**src/rtl/tfwm_pkg.sv**
```systemverilog
package tfwm_pkg;

  localparam int NUM_SLOTS_DEF      = 8;
  localparam int MAX_FILTER_LEN_DEF = 64;

  // Command codes of an input item
  localparam logic [1:0] CMD_WRITE = 2'd0;
  localparam logic [1:0] CMD_CLEAR = 2'd1;
  localparam logic [1:0] CMD_NAME  = 2'd2;

  localparam logic [7:0] CHAR_SLASH = 8'h2F;
  localparam logic [7:0] CHAR_PLUS  = 8'h2B;
  localparam logic [7:0] CHAR_HASH  = 8'h23;

  typedef struct packed {
    logic [1:0] cmd;
    logic [2:0] slot;
    logic [5:0] char_index;
    logic [7:0] byte_value;
    logic       last;
  } in_t;

  typedef struct packed {
    logic [7:0] match_mask;
    logic       none_matched;
  } out_t;

  // Per-slot strobes for one processed item
  typedef struct packed {
    logic       wr;
    logic       clr;
    logic       step;
    logic       done;
    logic       last;
    logic [5:0] idx;
    logic [7:0] byte_val;
  } slot_ctl_t;

endpackage

```
**src/rtl/tfwm_slot.sv**
```systemverilog
module tfwm_slot #(
  parameter int MAX_FILTER_LEN = tfwm_pkg::MAX_FILTER_LEN_DEF,
  parameter int CW             = $clog2(MAX_FILTER_LEN + 2)
) (
  input  logic                clk,
  input  logic                rst_n,
  input  tfwm_pkg::slot_ctl_t ctl,
  input  logic [CW-1:0]       cnt_r,
  input  logic [CW-1:0]       cnt_inc,
  input  logic [CW-1:0]       cnt_nxt,
  output logic                hit
);
  import tfwm_pkg::*;

  localparam int AW = (MAX_FILTER_LEN > 1) ? $clog2(MAX_FILTER_LEN) : 1;
  localparam int LW = $clog2(MAX_FILTER_LEN + 1);

  typedef enum logic [1:0] {
    MODE_NORMAL = 2'd0,
    MODE_PLUS   = 2'd1,
    MODE_HASH   = 2'd2,
    MODE_FAIL   = 2'd3
  } mode_t;

  logic [7:0]    mem [MAX_FILTER_LEN];
  logic [7:0]    fpos_r;
  logic [7:0]    fcnt_r;

  mode_t         mode_r, mode_nxt, mode_a;
  logic [LW-1:0] pos_r, pos_nxt, pos_a;
  logic          exact_r, exact_nxt, exact_a;
  logic [LW-1:0] len_r, len_nxt;

  logic [7:0]    idx8;
  logic [8:0]    len9;
  logic [AW-1:0] waddr;
  logic [AW-1:0] raddr_pos;
  logic [AW-1:0] raddr_cnt;
  logic [7:0]    c;

  assign c     = ctl.byte_val;
  assign idx8  = {2'b00, ctl.idx};
  assign len9  = {3'b000, ctl.idx} + 9'd1;
  assign waddr = idx8[AW-1:0];

  always_comb begin
    exact_a = exact_r && (cnt_r < CW'(len_r)) && (fcnt_r == c);
    mode_a  = mode_r;
    pos_a   = pos_r;
    if (mode_r == MODE_NORMAL || (mode_r == MODE_PLUS && c == CHAR_SLASH)) begin
      if (pos_r >= len_r) begin
        mode_a = MODE_FAIL;
      end else if (c == CHAR_SLASH && fpos_r != CHAR_SLASH) begin
        mode_a = MODE_FAIL;
      end else if (fpos_r == CHAR_PLUS) begin
        mode_a = MODE_PLUS;
        pos_a  = LW'(pos_r + 1'b1);
      end else if (fpos_r == CHAR_HASH) begin
        mode_a = MODE_HASH;
        pos_a  = LW'(pos_r + 1'b1);
      end else if (fpos_r != c) begin
        mode_a = MODE_FAIL;
      end else begin
        mode_a = MODE_NORMAL;
        pos_a  = LW'(pos_r + 1'b1);
      end
    end
  end

  assign hit = ctl.done && (len_r != '0) &&
               ((mode_a != MODE_FAIL && pos_a == len_r) ||
                (exact_a && cnt_inc == CW'(len_r)));

  always_comb begin
    mode_nxt  = mode_r;
    pos_nxt   = pos_r;
    exact_nxt = exact_r;
    len_nxt   = len_r;
    if (ctl.done) begin
      mode_nxt  = MODE_NORMAL;
      pos_nxt   = '0;
      exact_nxt = 1'b1;
    end else if (ctl.step) begin
      mode_nxt  = mode_a;
      pos_nxt   = pos_a;
      exact_nxt = exact_a;
    end
    if (ctl.clr) begin
      len_nxt = '0;
    end else if (ctl.wr) begin
      len_nxt = ctl.last ? len9[LW-1:0] : '0;
    end
  end

  // Prefetch the filter bytes that the next item will compare against
  assign raddr_pos = rst_n ? pos_nxt[AW-1:0] : '0;
  assign raddr_cnt = rst_n ? cnt_nxt[AW-1:0] : '0;

  always_ff @(posedge clk) begin
    if (!rst_n) begin
      mode_r  <= MODE_NORMAL;
      pos_r   <= '0;
      exact_r <= 1'b1;
      len_r   <= '0;
    end else begin
      mode_r  <= mode_nxt;
      pos_r   <= pos_nxt;
      exact_r <= exact_nxt;
      len_r   <= len_nxt;
    end
  end

  always_ff @(posedge clk) begin
    if (ctl.wr) begin
      mem[waddr] <= ctl.byte_val;
    end
    // Forward a same-cycle write so the prefetch sees the new byte
    fpos_r <= (ctl.wr && waddr == raddr_pos) ? ctl.byte_val : mem[raddr_pos];
    fcnt_r <= (ctl.wr && waddr == raddr_cnt) ? ctl.byte_val : mem[raddr_cnt];
  end

endmodule

```
**config.mk**
```make
export PLATFORM = sky130hd
export DESIGN_NAME = tfwm_slot
export DESIGN_NICKNAME = d
export VERILOG_FILES = /design/src/rtl/tfwm_pkg.sv /design/src/rtl/tfwm_slot.sv
export SDC_FILE = /design/constraint.sdc
export NUM_CORES = 1
export LEC_CHECK = 0
export ABC_AREA = 1
export BUFFER_PORTS_ARGS = -buffer_cell sky130_fd_sc_hd__buf_2
export CAP_MARGIN = 10
export CORE_MARGIN = 2
export CORE_UTILIZATION = 25
export CTS_CLUSTER_DIAMETER = 200
export DETAILED_ROUTE_END_ITERATION = 6
export HOLD_SLACK_MARGIN = 0.03
export SYNTH_ARGS = -nofsm -noshare
export SYNTH_HDL_FRONTEND = slang
export SYNTH_SLANG_ARGS = --single-unit
```
**constraint.sdc**
```tcl
create_clock -name clk -period 5.45 [get_ports clk]
set_input_delay 0.8175 -clock clk [delete_from_list [all_inputs] [get_ports clk]]
set_output_delay 0.8175 -clock clk [all_outputs]
set_load 0.02 [all_outputs]
```
==> results of run 1 <==
-- path summary, 6_finish.rpt --
check	endpoint	slack (ns)	from
worst min-delay path	flop	0.37	cnt_nxt[5]
worst max register to register	exact_r$_SDFFE_PP1P_	2.10	flop
worst min register to register	mode_r[0]$_SDFFE_PP0P_	0.49	mode_r[0]$_SDFFE_PP0P_
worst max-delay path	hit	0.35	pos_r[3]$_SDFFE_PP0P_
-- flip-flops by register name, summed over array words and instances (netlist names), named ones only --
name     count
len_r        7
mode_r       2
mem        512
pos_r        7
exact_r      1
-- through the flow --
stage | power (mW) | cells | setup slack, ns | utilization
final | 9.37 | 4799 | 0.345 | 0.285
after global routing | 9.63 | 4798 | 0.0155 | 0.285
after CTS | 9.37 | 4798 | 0.187 | 0.285
after detailed placement | 5.51 | 4692 | 0.762 | 0.268
after global placement | 5.51 | 4692 | 0.737 | 0.268
after floorplan | 5.13 | 3288 | 1.88 | -
-- per-layer routing --
metal / up-vias / wire length [um] / GRT usage / share of wire
li1: 11148 / - / - / -
met1: 11558 / 40000 / 0.222 / 0.42
met2: 1303 / 43500 / 0.255 / 0.45
met3: 227 / 9120 / 0.0273 / 0.095
met4: 4 / 3710 / 0.0612 / 0.038
met5: - / 22 / 0 / 0.00023
-- worst max-delay path, cell delays in order (launching register included) --
cell and delay [ns]:
dfxtp_1 0.39, inv_2 0.44, nor2_2 0.09, buf_6 0.22, nand3_1 0.11, nand2_1 0.05, nor2_1 0.28, nand2_1 0.19
nand2_1 0.10, nor2_1 0.06, nor2_1 0.13, nand2_1 0.08, nor2_2 0.14, nand2_1 0.08, nand2_2 0.11, inv_2 0.06
nor2_4 0.14, nand2_1 0.12, nand2_1 0.10, nand3_1 0.07, nand2_1 0.07, nand2_1 0.04, nor2_1 0.13, nand3_1 0.09
a21oi_1 0.15, buf_2 0.18
-- what timing repair did --
| item | 4_1_cts | 5_1_grt |
|---|---|---|
| gates resized for setup | 0 | 6 |
| hold buffers | 0 | 0 |
| endpoints found under the setup margin | 0 | 1 |
-- synth_stat cells, types with 2 or more instances --
library cell  instances
nand2_1             815
edfxtp_1            512
nor2_1              485
o21ai_0             381
nand3_1             249
inv_1               235
clkbuf_1            110
a21oi_1              90
o22ai_1              89
buf_2                78
o211ai_1             41
o21ai_1              30
dfxtp_1              23
o221ai_1             20
buf_1                15
ha_1                 15
nand4_1              13
buf_4                11
a221oi_1             10
nor4_1                8
inv_2                 7
nor3_1                7
xor2_1                6
a211oi_1              4
clkinv_1              4
or2_2                 4
xnor2_1               4
buf_6                 3
nand2_2               3
o32ai_1               3
o311ai_0              2
-- power breakdown --
group	switching (mW)	internal (mW)	leakage (nW)	total, mW
clock	1.65	2.26	0.899	3.91
combinational	0.659	0.234	6.28	0.892
sequential	0.0286	4.54	4.80	4.56
-- cell families (layout without fill, tap and decap cells) --
family | Yosys count | in the layout | synth area share
XOR/XNOR | 10 | 10 | 0.00311
other | 0 | 1 | 0
flip-flops | 535 | 535 | 0.563
buffers and inverters | 463 | 473 | 0.0675
adder cells (fa/ha/maj) | 15 | 15 | 0.00667
AO/OA/AOI/OAI | 676 | 676 | 0.134
AND/OR/NAND/NOR | 1589 | 1589 | 0.227
-- cell type report --
class	count	area, um2
tap	1500	1880
clock inverter	27	263
timing repair buffer	121	971
clock buffer	79	1580
fill	11825	80100
multi-input combinational	2290	10400
inverter	246	948
antenna	1	2.50
sequential	535	15900
==> flow_metrics.env, run 1 <==
export IMPL_layout_area_overhead_vs_synth_pct=13.5
export IMPL_dpl_instance_area_mm2=0.0301
export IMPL_cts_sinks=535
export IMPL_cts_tree="yes"
export IMPL_path_class="reg2out"
export IMPL_ir_drop_v=0.000246
export IMPL_core_area_mm2=0.112
export IMPL_wirelength_um=96400
export IMPL_cp_data_arrival_time_ns=4.29
export IMPL_syn_area_mm2=0.0281
export IMPL_min_path_type="in2reg"
export IMPL_post_route_min_period_ns=5.10
export IMPL_status="complete, no violations"
export IMPL_layout_nets=3309
export IMPL_final_cell_mix="815 x nand2_1, 512 x edfxtp_1, 484 x nor2_1"
export IMPL_mostFrequentLayoutCell="nand2_1"
export IMPL_holdPathStages=3
export IMPL_critical_path_required_ns=4.63
export IMPL_grt_max_degree=89
export IMPL_synthArstFlopShare=0
export IMPL_numCtsBuffers=58
export IMPL_clk_pin_slew_ns=0.06
export IMPL_drtAntennaViolNets=0
export IMPL_tns_ns=0
export IMPL_fin_area_mm2=0.0319
export IMPL_yosys_warnings=0
export IMPL_die_height_um=340
export IMPL_yosysTopAreaCell="edfxtp_1"
export IMPL_holdWs_ns=0.371
export IMPL_gp_congestion=0.936
export IMPL_viasPerCell=5.05
export IMPL_dp_hpwl_um=60600
export IMPL_drv_slew=0
export IMPL_p_leak_nw=12.0
export IMPL_initial_core_util=0.251
export IMPL_synth_edf_count=512
export IMPL_dr_pass1_iters=6
export IMPL_netlist_top_cells_area="edfxtp_1 55%, nand2_1 11%, o21ai_0 6.8%"
export IMPL_grt_pass1_wl_um=142000
export IMPL_grt_pass1_vias=22095
export IMPL_endpoint_kind="output pin"
export IMPL_die_w_um=340
export IMPL_fin_skew_ns=0.0251
export IMPL_wl_per_cell_um=20.1
export IMPL_power_density_mw_per_mm2=293
export IMPL_rr_worst_depth=13
export IMPL_antenna_found_initial=2
export IMPL_cts_max_level=2
export IMPL_yosysTopAreaCellShare=0.546
export IMPL_grt_overflow=0
export IMPL_startpoint_type="flop"
export IMPL_synth_distinct_cells=42
export IMPL_clkLatencyLatePin_ns=0.64
export IMPL_io_buffers=41
export IMPL_rsz0062_at_grt="no"
export IMPL_vias=24240
export IMPL_drc=0
export IMPL_final_hold_viol_count=0
export IMPL_grt_usage=0.162
export IMPL_syn_area_per_cell_um2=8.56
export IMPL_worstMarginPinSlew_ns=1.09
export IMPL_cts_setup_buffers=0
export IMPL_netlist_instances=3288
export IMPL_cts_root_buf="clkbuf_16"
export IMPL_synth_nets=3345
export IMPL_rows=123
export IMPL_seq_area_frac_synth=0.563
export IMPL_setup_viol=0
export IMPL_die_area_mm2=0.115
export IMPL_dominantRegCellSynth="edfxtp_1"
export IMPL_final_layout_size_suffix_gt1_frac=0.0688
export IMPL_io_pins=43
export IMPL_clk_path_buf_depth=3
export IMPL_ys_ff_latch=535
export IMPL_period_share=0.937
export IMPL_worst_path_max_fanout=20
export IMPL_relSlewSlack=0.271
export IMPL_fmax_ghz=0.196
export IMPL_drv_cap=0
export IMPL_drt_iter0_drc=2990
Power figures use the tool's default switching activity.
==> run 2, diff against run 1 <==
Settings changed: MAX_ROUTING_LAYER from default to met4.
==> flow_metrics.env, run 2 (synthesis gave the netlist of run 1 again) <==
export IMPL_clk_path_buf_depth=3
export IMPL_layout_area_overhead_vs_synth_pct=14.6
export IMPL_grt_pass1_wl_um=143000
export IMPL_total_power_mw=9.63
export IMPL_final_hold_viol_count=0
export IMPL_antenna_found_initial=2
export IMPL_crit_end="hit"
export IMPL_relSlewSlack=0.177
export IMPL_grt_max_degree=90
export IMPL_die_height_um=340
export IMPL_cts_sinks=535
export IMPL_multi_input_area_mm2=0.0104
export IMPL_final_layout_size_suffix_gt1_frac=0.0744
export IMPL_largest_reg_flops=512
export IMPL_numCtsBuffers=60
export IMPL_worst_path_max_fanout=58
export IMPL_min_path_type="in2reg"
export IMPL_startpoint_type="flop"
export IMPL_fin_skew_ns=0.0269
export IMPL_gp_congestion=0.939
export IMPL_grt_pass1_vias=22443
export IMPL_drtAntennaViolNets=0
export IMPL_reg2reg_to="exact_r$_SDFFE_PP1P_"
export IMPL_cts_hold_buf=0
export IMPL_cts_root_buf="clkbuf_16"
export IMPL_worstPathCellList="inv_6 -> buf_12 -> nand2_1 -> a221oi_1 -> o211ai_1 -> o211ai_1 -> nand2_1 -> xor2_1 -> o21bai_1 -> nor2_1 -> nand4_1 -> a21oi_1 -> buf_2"
export IMPL_clk_pin_slew_ns=0.06
export IMPL_worstMarginPinSlew_ns=1.22
export IMPL_layout_nets=3313
export IMPL_reg_top3="mem: 512 flops, len_r: 7 flops, pos_r: 7 flops"
export IMPL_dr_pass1_iters=6
export IMPL_drv_cap=0
export IMPL_initial_core_util=0.251
export IMPL_status="complete, no violations"
export IMPL_vias=24369
export IMPL_ir_drop_v=0.000254
export IMPL_cts_max_level=2
export IMPL_reg2reg_slack_ns=2.04
export IMPL_endpoint_kind="output pin"
export IMPL_regMostFlops="mem"
export IMPL_drc=0
export IMPL_viasPerCell=5.07
export IMPL_path_class="reg2out"
export IMPL_grt_usage=0.168
export IMPL_clkLatencyLatePin_ns=0.65
export IMPL_core_area_mm2=0.112
export IMPL_period_share=0.947
export IMPL_rsz0062_at_grt="no"
export IMPL_setup_viol=0
export IMPL_final_seq_area_mm2=0.0159
export IMPL_drt_iter0_drc=2826
export IMPL_p_leak_nw=12.1
export IMPL_drv_slew=0
export IMPL_die_w_um=340
export IMPL_power_density_mw_per_mm2=299
export IMPL_die_area_mm2=0.115
export IMPL_final_cell_mix="815 x nand2_1, 512 x edfxtp_1, 484 x nor2_1"
export IMPL_dp_hpwl_um=60600
export IMPL_wirelength_um=98700
export IMPL_fillers=11797
export IMPL_rows=123
export IMPL_fmax_ghz=0.194
export IMPL_tns_ns=0
export IMPL_wl_per_cell_um=20.5
export IMPL_grt_overflow=0
export IMPL_cp_slowest_stage_delay_ns=0.53
export IMPL_rr_worst_depth=12
export IMPL_mostFrequentLayoutCell="nand2_1"
export IMPL_post_route_min_period_ns=5.16
export IMPL_cp_data_arrival_time_ns=4.34
export IMPL_critical_path_required_ns=4.63
export IMPL_crit_path_top_delay_cell="a221oi_1"
export IMPL_io_buffers=41
export IMPL_cts_tree="yes"
export IMPL_io_pins=43
[run 2: critical path: cells and delay by family (launching register included)]
| kind | cells | cell delay, ns |
|---|---|---|
| buf+inv | 3 | 0.94 |
| xor+xnor | 1 | 0.15 |
| flops | 1 | 0.49 |
| simple gates | 4 | 0.63 |
| compound gates | 5 | 1.47 |
[run 2: report_power, final]
group          leakage, nW  switching [mW]  internal, mW
combinational         6.33           0.669         0.239
sequential            4.80          0.0319          4.53
clock                 1.00            1.71          2.45
[run 2: routing by layer]
metal,track usage,share of wire,vias to the layer above
met2,0.262,0.45,1293
met5,-,0,-
li1,-,-,11165
met4,0.0537,0.034,0
met3,0.0277,0.10,212
met1,0.223,0.41,11699
[run 2: how the worst min path moves through the flow]
| stage | start | to | slack [ns] | depth (start not counted) |
|---|---|---|---|---|
| after floorplan | exact_r$_SDFFE_PP1P_ | exact_r$_SDFFE_PP1P_ | 0.43 | 2 |
| after global placement | mode_r[0]$_SDFFE_PP0P_ | mode_r[0]$_SDFFE_PP0P_ | 0.49 | 2 |
| after detailed placement | mode_r[0]$_SDFFE_PP0P_ | mode_r[0]$_SDFFE_PP0P_ | 0.50 | 2 |
| after CTS | cnt_nxt[5] | flop | 0.35 | 3 |
| after global routing | cnt_nxt[4] | flop | 0.38 | 3 |
| final | cnt_nxt[3] | flop | 0.37 | 3 |
[run 2: per-stage QoR]
step | util | cell area, um2 | setup WS [ns] | hold slack, ns | instances
final | 0.288 | 32300 | 0.288 | 0.373 | 4810
after CTS | 0.286 | 32100 | 0.0549 | 0.349 | 4797
after global routing | 0.288 | 32300 | 0.00476 | 0.385 | 4810
after detailed placement | 0.268 | 30100 | 0.767 | 0.496 | 4683
after global placement | 0.268 | 30100 | 0.734 | 0.491 | 4683
after floorplan | - | 28100 | 1.88 | 0.428 | 3288
[run 2: what timing repair did]
action                                  in CTS  in global routing
endpoints found under the setup margin       0                  1
resized for setup                            0                 13
buffers inserted                             0                  9
[run 2: cell type report]
class                      count  area share
clock buffer                  68      0.0488
inverter                     246      0.0296
multi-input combinational   2290       0.324
tap                         1500      0.0582
sequential                   535       0.491
clock inverter                46      0.0137
timing repair buffer         123      0.0347
antenna                        2    0.000155
